`src/design/bgrw_pkg.sv`:
```
// shared types, constants, font table and helper functions of the glyph row writer
`default_nettype none

package bgrw_pkg;

  // default framebuffer line width of normal mode
  localparam int BASE_WIDTH_DEFAULT = 320;

  // field widths
  localparam int GLYPH_W = 6;
  localparam int POSX_W  = 9;
  localparam int POSY_W  = 8;
  localparam int ADDR_W  = 24;
  localparam int PIX_W   = 12;
  localparam int LEN_W   = 4;
  localparam int LWID_W  = 10;
  localparam int ROW_W   = 4;

  // glyph geometry
  localparam int GLYPH_COUNT = 45;
  localparam int GLYPH_ROWS  = 7;
  localparam int GLYPH_COLS  = 6;
  localparam int FONT_WORDS  = 63;

  // row lengths in pixels
  localparam logic [LEN_W-1:0] LEN_NORMAL  = 4'd6;
  localparam logic [LEN_W-1:0] LEN_DOUBLED = 4'd12;

  // register indexes and reset values
  localparam logic REG_LINE_WIDTH = 1'b0;
  localparam logic REG_FRAME_BASE = 1'b1;
  localparam logic [LWID_W-1:0] LINE_WIDTH_RESET = 10'd320;
  localparam logic [ADDR_W-1:0] FRAME_BASE_RESET = 24'd0;

  // one row request leaving the sequencer
  typedef struct packed {
    logic [GLYPH_W-1:0] glyph;
    logic [POSX_W-1:0]  x;
    logic [POSY_W-1:0]  y;
    logic               dbl;
    logic [ROW_W-1:0]   row;
    logic               last;
  } row_tok_t;

  // font rom, five glyphs of six columns packed per word, one word per glyph row
  localparam logic [31:0] FONT_ROM [FONT_WORDS] = '{
    32'h70871C30, 32'h8988A250, 32'h88808290, 32'h88831C90, 32'h888402F8, 32'h88882210,
    32'h71CF9C10, 32'hF9CF9C70, 32'h8228A288, 32'hF200A288, 32'h0BC11C78, 32'h0A222208,
    32'h8A222288, 32'h71C21C70, 32'h23C738F8, 32'h5228A480, 32'h8A282280, 32'h8BC822F0,
    32'hFA282280, 32'h8A28A480, 32'h8BC738F8, 32'hF9C89C08, 32'h82288808, 32'h82088808,
    32'hF2EF8808, 32'h82288888, 32'h82288888, 32'h81C89C70, 32'h8A08A270, 32'h920DA288,
    32'hA20AB288, 32'hC20AAA88, 32'hA208A688, 32'h9208A288, 32'h8BE8A270, 32'hF1CF1CF8,
    32'h8A28A220, 32'h8A28A020, 32'hF22F1C20, 32'h82AA0220, 32'h82492220, 32'h81A89C20,
    32'h8A28A288, 32'h8A28A288, 32'h8A289488, 32'h8A2A8850, 32'h894A9420, 32'h894AA220,
    32'h70852220, 32'hF8011000, 32'h08020800, 32'h10840400, 32'h20040470, 32'h40840400,
    32'h80020800, 32'hF8011000, 32'h70800000, 32'h88822200, 32'h08820400, 32'h108F8800,
    32'h20821000, 32'h00022200, 32'h20800020
  };

  // reverse a six-bit slice so the leftmost pixel lands in bit 0
  function automatic logic [GLYPH_COLS-1:0] rev6(input logic [GLYPH_COLS-1:0] s);
    logic [GLYPH_COLS-1:0] r;
    for (int j = 0; j < GLYPH_COLS; j++) begin
      r[j] = s[GLYPH_COLS-1-j];
    end
    return r;
  endfunction

  // repeat each pixel twice for doubled mode
  function automatic logic [PIX_W-1:0] dbl_bits(input logic [GLYPH_COLS-1:0] b);
    logic [PIX_W-1:0] d;
    for (int j = 0; j < GLYPH_COLS; j++) begin
      d[2*j]   = b[j];
      d[2*j+1] = b[j];
    end
    return d;
  endfunction

endpackage

`default_nettype wire

```
`src/design/bgrw_seq.sv`:
```
// row sequencer: takes one glyph command and issues its row requests one per cycle
`default_nettype none

module bgrw_seq import bgrw_pkg::*; #(
  parameter int BASE_WIDTH = BASE_WIDTH_DEFAULT
) (
  input  wire logic               clk,
  input  wire logic               rst,
  input  wire logic               start,
  input  wire logic [GLYPH_W-1:0] glyph_index,
  input  wire logic [POSX_W-1:0]  pos_x,
  input  wire logic [POSY_W-1:0]  pos_y,
  input  wire logic [LWID_W-1:0]  line_width,
  output logic                    busy,
  output logic                    tok_valid,
  output row_tok_t                tok
);

  localparam logic [LWID_W+1:0] W_NORMAL  = (LWID_W+2)'(BASE_WIDTH);
  localparam logic [LWID_W+1:0] W_DOUBLED = (LWID_W+2)'(2*BASE_WIDTH);
  localparam logic [ROW_W-1:0]  LAST_NORMAL  = ROW_W'(GLYPH_ROWS-1);
  localparam logic [ROW_W-1:0]  LAST_DOUBLED = ROW_W'(2*GLYPH_ROWS-1);

  logic               active;
  logic [GLYPH_W-1:0] glyph;
  logic [POSX_W-1:0]  x;
  logic [POSY_W-1:0]  y;
  logic               dbl;
  logic [ROW_W-1:0]   row;

  logic accept;
  logic mode_norm;
  logic mode_dbl;
  logic draws;
  logic on_last;

  // mode decode and command acceptance
  assign mode_norm = ({2'b00, line_width} == W_NORMAL);
  assign mode_dbl  = ({2'b00, line_width} == W_DOUBLED);
  assign draws     = (glyph_index < GLYPH_W'(GLYPH_COUNT)) && (mode_norm || mode_dbl);
  assign on_last   = dbl ? (row == LAST_DOUBLED) : (row == LAST_NORMAL);
  assign busy      = active && !on_last;
  assign accept    = start && !busy;

  // sequencer control
  always_ff @(posedge clk) begin
    if (rst) begin
      active <= 1'b0;
      row    <= '0;
    end else if (accept) begin
      active <= draws;
      row    <= '0;
    end else if (active && on_last) begin
      active <= 1'b0;
    end else if (active) begin
      row <= row + 1'b1;
    end
  end

  // command payload
  always_ff @(posedge clk) begin
    if (accept) begin
      glyph <= glyph_index;
      x     <= pos_x;
      y     <= pos_y;
      dbl   <= mode_dbl;
    end
  end

  // row request toward the pipeline
  assign tok_valid = active;
  always_comb begin
    tok.glyph = glyph;
    tok.x     = x;
    tok.y     = y;
    tok.dbl   = dbl;
    tok.row   = row;
    tok.last  = on_last;
  end

endmodule

`default_nettype wire

```
`src/design/bgrw_addr.sv`:
```
// address pipeline: three stages from row request to row start address
`default_nettype none

module bgrw_addr import bgrw_pkg::*; #(
  parameter int BASE_WIDTH = BASE_WIDTH_DEFAULT
) (
  input  wire logic              clk,
  input  wire row_tok_t          tok,
  input  wire logic [ADDR_W-1:0] frame_base,
  output logic [ADDR_W-1:0]      row_address
);

  localparam logic [ADDR_W-1:0] LINE_NORM = ADDR_W'(BASE_WIDTH);
  localparam logic [ADDR_W-1:0] LINE_DBL4 = ADDR_W'(4*BASE_WIDTH);

  logic [ADDR_W-1:0] lin1;
  logic [ADDR_W-1:0] xo1;
  logic [ADDR_W-1:0] roff1;
  logic [ADDR_W-1:0] top2;
  logic [ADDR_W-1:0] off2;
  logic [ROW_W:0]    rmul;

  // stage 1: line offset of the top row, column offset, row offset
  assign rmul = tok.dbl ? {tok.row, 1'b0} : {1'b0, tok.row};

  always_ff @(posedge clk) begin
    lin1  <= tok.dbl ? ADDR_W'(ADDR_W'(tok.y) * LINE_DBL4) : ADDR_W'(ADDR_W'(tok.y) * LINE_NORM);
    xo1   <= tok.dbl ? ADDR_W'({tok.x, 1'b0}) : ADDR_W'(tok.x);
    roff1 <= ADDR_W'(ADDR_W'(rmul) * LINE_NORM);
  end

  // stage 2: two partial sums
  always_ff @(posedge clk) begin
    top2 <= frame_base + lin1;
    off2 <= xo1 + roff1;
  end

  // stage 3: final address, wraps modulo the address width
  always_ff @(posedge clk) begin
    row_address <= top2 + off2;
  end

endmodule

`default_nettype wire

```
`src/design/bgrw_pix.sv`:
```
// pixel pipeline: rom index, rom read, column select and doubling in three stages
`default_nettype none

module bgrw_pix import bgrw_pkg::*; (
  input  wire logic         clk,
  input  wire row_tok_t     tok,
  output logic [PIX_W-1:0]  row_pixels
);

  logic [GLYPH_W+3:0] qprod;
  logic [3:0]         grp;
  logic [2:0]         rem;
  logic [2:0]         frow;
  logic [5:0]         idx1;
  logic [2:0]         rem1;
  logic               dbl1;
  logic [31:0]        word2;
  logic [2:0]         rem2;
  logic               dbl2;
  logic [GLYPH_COLS-1:0] seg;
  logic [GLYPH_COLS-1:0] bits;

  // stage 1: glyph / 5 by reciprocal (exact for valid glyphs), rom index
  assign qprod = (GLYPH_W+4)'(tok.glyph) * (GLYPH_W+4)'(13);
  assign grp   = qprod[GLYPH_W+3:GLYPH_W];
  assign rem   = 3'(tok.glyph - GLYPH_W'(grp) * GLYPH_W'(5));
  assign frow  = tok.dbl ? tok.row[3:1] : tok.row[2:0];

  always_ff @(posedge clk) begin
    idx1 <= 6'(grp) * 6'd7 + 6'(frow);
    rem1 <= rem;
    dbl1 <= tok.dbl;
  end

  // stage 2: registered font rom read
  always_ff @(posedge clk) begin
    word2 <= FONT_ROM[idx1];
    rem2  <= rem1;
    dbl2  <= dbl1;
  end

  // stage 3: pick the glyph's six columns, then double if needed
  always_comb begin
    case (rem2)
      3'd0:    seg = word2[31:26];
      3'd1:    seg = word2[25:20];
      3'd2:    seg = word2[19:14];
      3'd3:    seg = word2[13:8];
      3'd4:    seg = word2[7:2];
      default: seg = '0;
    endcase
    bits = rev6(seg);
  end

  always_ff @(posedge clk) begin
    row_pixels <= dbl2 ? dbl_bits(bits) : PIX_W'(bits);
  end

endmodule

`default_nettype wire

```
`src/design/bitmap_glyph_row_writer.sv`:
```
// top level of the bitmap glyph row writer: registers, sequencer and row pipelines
//
//  channel   direction  ports                                             when
//  command   in         start, busy, glyph_index, pos_x, pos_y            start && !busy
//  config    in         cfg_write, cfg_index, cfg_data                    cfg_write
//  row word  out        row_valid, row_address, row_pixels, row_length,   row_valid
//                       last_row
//
// A glyph gives 7 row words (normal) or 14 (doubled), one per cycle; the first word
// passes the sequencer register and the pipeline stages; the row sequencer sets the rate.
// busy is low on the last row of the glyph being issued, so the next command
// follows with no gap and row words stream at one per cycle.
// Commands that draw nothing are taken without raising busy and give no word.
// rst is synchronous and clears the sequencer, the valid pipeline and the registers.
// Row words cannot be held off; each stands for one cycle.
`default_nettype none

module bitmap_glyph_row_writer import bgrw_pkg::*; #(
  parameter int BASE_WIDTH = BASE_WIDTH_DEFAULT
) (
  input  wire logic               clk,
  input  wire logic               rst,
  input  wire logic               start,
  output logic                    busy,
  input  wire logic [GLYPH_W-1:0] glyph_index,
  input  wire logic [POSX_W-1:0]  pos_x,
  input  wire logic [POSY_W-1:0]  pos_y,
  input  wire logic               cfg_write,
  input  wire logic               cfg_index,
  input  wire logic [ADDR_W-1:0]  cfg_data,
  output logic                    row_valid,
  output logic [ADDR_W-1:0]       row_address,
  output logic [PIX_W-1:0]        row_pixels,
  output logic [LEN_W-1:0]        row_length,
  output logic                    last_row
);

  logic [LWID_W-1:0] line_width;
  logic [ADDR_W-1:0] frame_base;
  logic              tok_valid;
  row_tok_t          tok;
  logic [2:0]        vld_pipe;
  logic [2:0]        last_pipe;
  logic [2:0]        dbl_pipe;

  // configuration registers
  always_ff @(posedge clk) begin
    if (rst) begin
      line_width <= LINE_WIDTH_RESET;
      frame_base <= FRAME_BASE_RESET;
    end else if (cfg_write) begin
      case (cfg_index)
        REG_LINE_WIDTH: line_width <= cfg_data[LWID_W-1:0];
        REG_FRAME_BASE: frame_base <= cfg_data;
        default:        ;
      endcase
    end
  end

  // row sequencer
  bgrw_seq #(.BASE_WIDTH(BASE_WIDTH)) u_seq (
    .clk        (clk),
    .rst        (rst),
    .start      (start),
    .glyph_index(glyph_index),
    .pos_x      (pos_x),
    .pos_y      (pos_y),
    .line_width (line_width),
    .busy       (busy),
    .tok_valid  (tok_valid),
    .tok        (tok)
  );

  // address and pixel pipelines
  bgrw_addr #(.BASE_WIDTH(BASE_WIDTH)) u_addr (
    .clk        (clk),
    .tok        (tok),
    .frame_base (frame_base),
    .row_address(row_address)
  );

  bgrw_pix u_pix (
    .clk       (clk),
    .tok       (tok),
    .row_pixels(row_pixels)
  );

  // valid and side-band pipeline matching the three data stages
  always_ff @(posedge clk) begin
    if (rst) begin
      vld_pipe <= '0;
    end else begin
      vld_pipe <= {vld_pipe[1:0], tok_valid};
    end
  end

  always_ff @(posedge clk) begin
    last_pipe <= {last_pipe[1:0], tok.last};
    dbl_pipe  <= {dbl_pipe[1:0], tok.dbl};
  end

  assign row_valid  = vld_pipe[2];
  assign last_row   = last_pipe[2];
  assign row_length = dbl_pipe[2] ? LEN_DOUBLED : LEN_NORMAL;

  // rows of one glyph leave back to back
  assert property (@(posedge clk) disable iff (rst)
    row_valid && !last_row |=> row_valid)
    else $error("row stream of a glyph broke off");

  // consecutive rows of one glyph step by one line (two in doubled mode)
  assert property (@(posedge clk) disable iff (rst)
    row_valid && $past(row_valid) && !$past(last_row) |->
      row_address == $past(row_address) +
        ((row_length == LEN_DOUBLED) ? ADDR_W'(2*BASE_WIDTH) : ADDR_W'(BASE_WIDTH)))
    else $error("row address step wrong");

  // normal rows leave the upper pixel bits clear
  assert property (@(posedge clk) disable iff (rst)
    row_valid && row_length == LEN_NORMAL |-> row_pixels[PIX_W-1:GLYPH_COLS] == '0)
    else $error("normal row has doubled pixel bits");

  // the sequencer never announces busy without a row in flight
  assert property (@(posedge clk) disable iff (rst)
    busy |-> tok_valid)
    else $error("busy without an active glyph");

endmodule

`default_nettype wire
```
`config.mk`:
```
export PLATFORM = sky130hd
export DESIGN_NAME = bitmap_glyph_row_writer
export DESIGN_NICKNAME = d
export VERILOG_FILES = /design/src/design/bgrw_pkg.sv /design/src/design/bgrw_seq.sv /design/src/design/bgrw_addr.sv /design/src/design/bgrw_pix.sv /design/src/design/bitmap_glyph_row_writer.sv
export SDC_FILE = /design/constraint.sdc
export NUM_CORES = 1
export LEC_CHECK = 0
export BUFFER_PORTS_ARGS = -buffer_cell sky130_fd_sc_hd__buf_2
export CAP_MARGIN = 15
export CORE_MARGIN = 3
export CORE_UTILIZATION = 40
export CTS_BUF_LIST = sky130_fd_sc_hd__clkbuf_4 sky130_fd_sc_hd__clkbuf_8
export DETAILED_ROUTE_END_ITERATION = 6
export PLACE_DENSITY = 0.53
export SLEW_MARGIN = 10
export SYNTH_ARGS = -nofsm -noshare
export SYNTH_HDL_FRONTEND = slang
export SYNTH_HIERARCHICAL = 1
export SYNTH_SLANG_ARGS = --single-unit
```
`constraint.sdc`:
```
create_clock -name clk -period 7.7 [get_ports clk]
set_clock_uncertainty 0.1 [all_clocks]
set_input_delay 0.77 -clock clk [delete_from_list [all_inputs] [get_ports clk]]
set_output_delay 0.77 -clock clk [all_outputs]
set_load 0.02 [all_outputs]
```
==> impl_metrics.yaml <==
place:
  gp_congestion: 0.855
  dp_hpwl_mm: 17.6
  portBuffers: 90
timing:
  finalHoldViolations: 0
  worst_slew_pin_slew_ns: 1.05
  period_share_pct: 64.5
  max_freq_ghz: 0.201
  holdWs_ns: 0.223
  min_period_ns: 4.97
  relSlewSlack_pct: 29.7
  slew_viol_final: 0
  tns_ns: 0
  setup_viol: 0
  rsz0062_at_grt: "false"
synthesis:
  syn_area_sq_um: 11100
  ys_seq_area_share_pct: 40.4
  ys_ff_latch: 213
  synth_edf_count: 24
  ys.warnings.count: 6
  syn_inst: 1136
  async_flop_share_pct: 0
  synth_cell_types: 92
  ys.flop_type: "dfxtp_1"
  synth.avg_cell_area_sq_um: 9.80
grt:
  grt_overflow: 0
  grt_pass1_wl_mm: 41.0
  antenna_found_initial: 0
  grt_usage_pct: 16.3
  grt_pass1_vias: 8045
  grt_max_degree: 70
routing:
  detail_route.wl_per_cell_um: 15.5
  vias: 8324
  drtIter0Drc: 550
  drcViolationCount: 0
  drt_first_pass_iters: 7
  routed_wl_mm: 24.8
  via_per_inst: 5.18
  antenna_left: 0
die:
  coreArea_sq_um: 27200
  die_area_sq_um: 29900
  fp.dieW_um: 173
  die_h_um: 173
  io_pins: 95
  start_util_pct: 41.0
  rows: 60
layout:
  regArea_sq_um: 4510
  fillCellCount: 2716
  multiInputGateArea_sq_um: 6060
  layout_common_cells: "dfxtp_1 (187), buf_2 (90), ha_1 (86), a21oi_1 (68)"
  diodes: 0
  layout.nets: 1356
  layout_commonest_cell: "dfxtp_1"
  final_layout_size_suffix_gt1_share_pct: 18.7
  area_growth_pct: 12.2
cts:
  cts.sinks: 213
  clk_latency_ns: 0.55
  cts_resized: 0
  clk_pin_slew_worst_paths_ns: 0.06
  ctsLongestPathBuffers: 3
  cts_buffers: 38
  cts_tree: "yes"
  root_buffer: "clkbuf_8"
  postCtsSetupBuffers: 0
  cts_hold_buf: 0
  cts-htree-levels: 2
power_and_ir_drop:
  power_density_nw_per_um2: 359
  power.internal_w: 0.00269
  peakVddDrop_uv: 165
  leakage_nw: 5.50
  p_sw_w: 0.00180
  switching_share_pct: 40.1
  power_frac_clock_pct: 22.7
  p_comb_share_pct: 43.8
  pwr-share-seq_pct: 33.5
run_status:
  status: "completed"
setup_path:
  crit_arrival_ns: 5.28
  critPathRequiredTime_ns: 8.01
  path_class: "reg -> reg"
  reg2reg_depth: 16
  cp_max_fo: 4
  cp-start-kind: "flip-flop"
  crit_path_end_kind: "flip-flop"
job:
  maxCapViolations: 0
worst_hold_path:
  hold_class: "reg -> reg"
  hold_depth: 0
synth_stat cells, types with 11 or more instances:
cell type,number,area [sq um]
dfxtp_1,189,3780
ha_1,86,1080
a21oi_1,68,340
nand2_1,62,233
o21ai_0,62,310
nor2_1,57,214
inv_1,51,191
xnor2_1,44,385
nand2b_1,41,257
nand3_1,35,175
mux2i_1,28,280
buf_2,25,125
edfxtp_1,24,721
nor2b_1,23,144
a21o_1,22,165
a21oi_2,21,184
mux2_2,21,236
clkbuf_1,18,67.6
xor2_1,16,140
a21bo_1,14,140
a31oi_1,14,87.6
a211oi_1,13,97.6
nor3_1,13,65.1
a22oi_1,11,82.6
and3_1,11,68.8
fa_1,11,220
cells by family (layout without fill, tap and decap cells):
kind of cell,after synthesis,after routing,share of synthesized area (%)
AOI/OAI and AO/OA,317,317,20.0
adders and majority gates,97,97,11.6
muxes,50,50,4.84
and+or+nand+nor,276,276,12.8
other,3,4,0.101
xor gates and xnor gates,62,62,5.01
DFF,213,213,40.4
buffers and inverters,118,217,5.21
layer usage:
layer	vias to the layer above	GRT usage, %	wire, um
met3	40	3.27	1560
met5	-	0	0
li1	4185	-	-
met4	0	5.30	564
met2	255	24.7	10500
met1	3844	23.3	12200
state kept, by name (all words and copies together) (netlist names), 3 cells and up:
| register | count |
|---|---|
| u_pix/word2 | 25 |
| frame_base | 24 |
| u_addr/row_address | 24 |
| u_addr/top2 | 24 |
| u_addr/off2 | 15 |
| u_addr/lin1 | 13 |
| line_width | 10 |
| u_addr/xo1 | 10 |
| u_seq/x | 9 |
| u_addr/roff1 | 8 |
| u_pix/row_pixels | 8 |
| u_seq/y | 8 |
| u_pix/idx1 | 6 |
| u_seq/glyph | 6 |
| u_seq/row | 4 |
| dbl_pipe | 3 |
| last_pipe | 3 |
| u_pix/rem1 | 3 |
| u_pix/rem2 | 3 |
| vld_pipe | 3 |
critical path, cell delays in order, from the launching register on:
cell,delay (ns)
edfxtp_1,0.47
ha_1,0.32
inv_1,0.05
fa_1,0.49
inv_1,0.04
ha_1,0.34
o21a_1,0.21
o22ai_2,0.22
xor2_1,0.48
fa_1,0.53
fa_1,0.51
inv_1,0.07
fa_1,0.45
a21o_1,0.17
a21oi_1,0.16
xnor2_1,0.15
xnor2_1,0.09
worst paths after layout:
check | startpoint | end | slack (ns)
setup / recovery | u_seq/glyph[2] | u_pix/idx1[5] | 2.73
hold / removal | u_addr/xo1[1] | u_addr/off2[1] | 0.22
setup reg to reg | u_seq/glyph[2] | u_pix/idx1[5] | 2.73
hold reg to reg | u_addr/xo1[1] | u_addr/off2[1] | 0.22
per-stage QoR:
stage	cell area (sq um)	setup slack [ns]	instances	util, %	power (W)
after CTS	12500	2.68	1607	45.9	0.00452
after global placement	11700	2.77	1538	43.1	0.00347
after global routing	12500	2.42	1608	46.0	0.00483
after detailed placement	11700	2.69	1538	43.1	0.00347
after floorplan	11100	3.02	1137	-	0.00300
final	12500	2.73	1608	46.0	0.00449
power groups by stage:
stage | clock, W | combinational [W] | sequential (W)
global placement | 0 | 0.00194 | 0.00153
CTS | 0.00106 | 0.00195 | 0.00151
global route | 0.00111 | 0.00219 | 0.00153
finish | 0.00102 | 0.00197 | 0.00150
detailed placement | 0 | 0.00194 | 0.00153
floorplan | 0 | 0.00147 | 0.00153
layout make-up:
class / count / share of cell area [%]
multi-input cells: 806 / 48.4
clock inverters: 17 / 0.811
repair buffers: 96 / 4.12
inverters: 52 / 1.56
well taps: 372 / 3.72
flip-flops and latches: 213 / 36.1
clock buffers: 52 / 5.28
(Power assumes the default switching activity.)
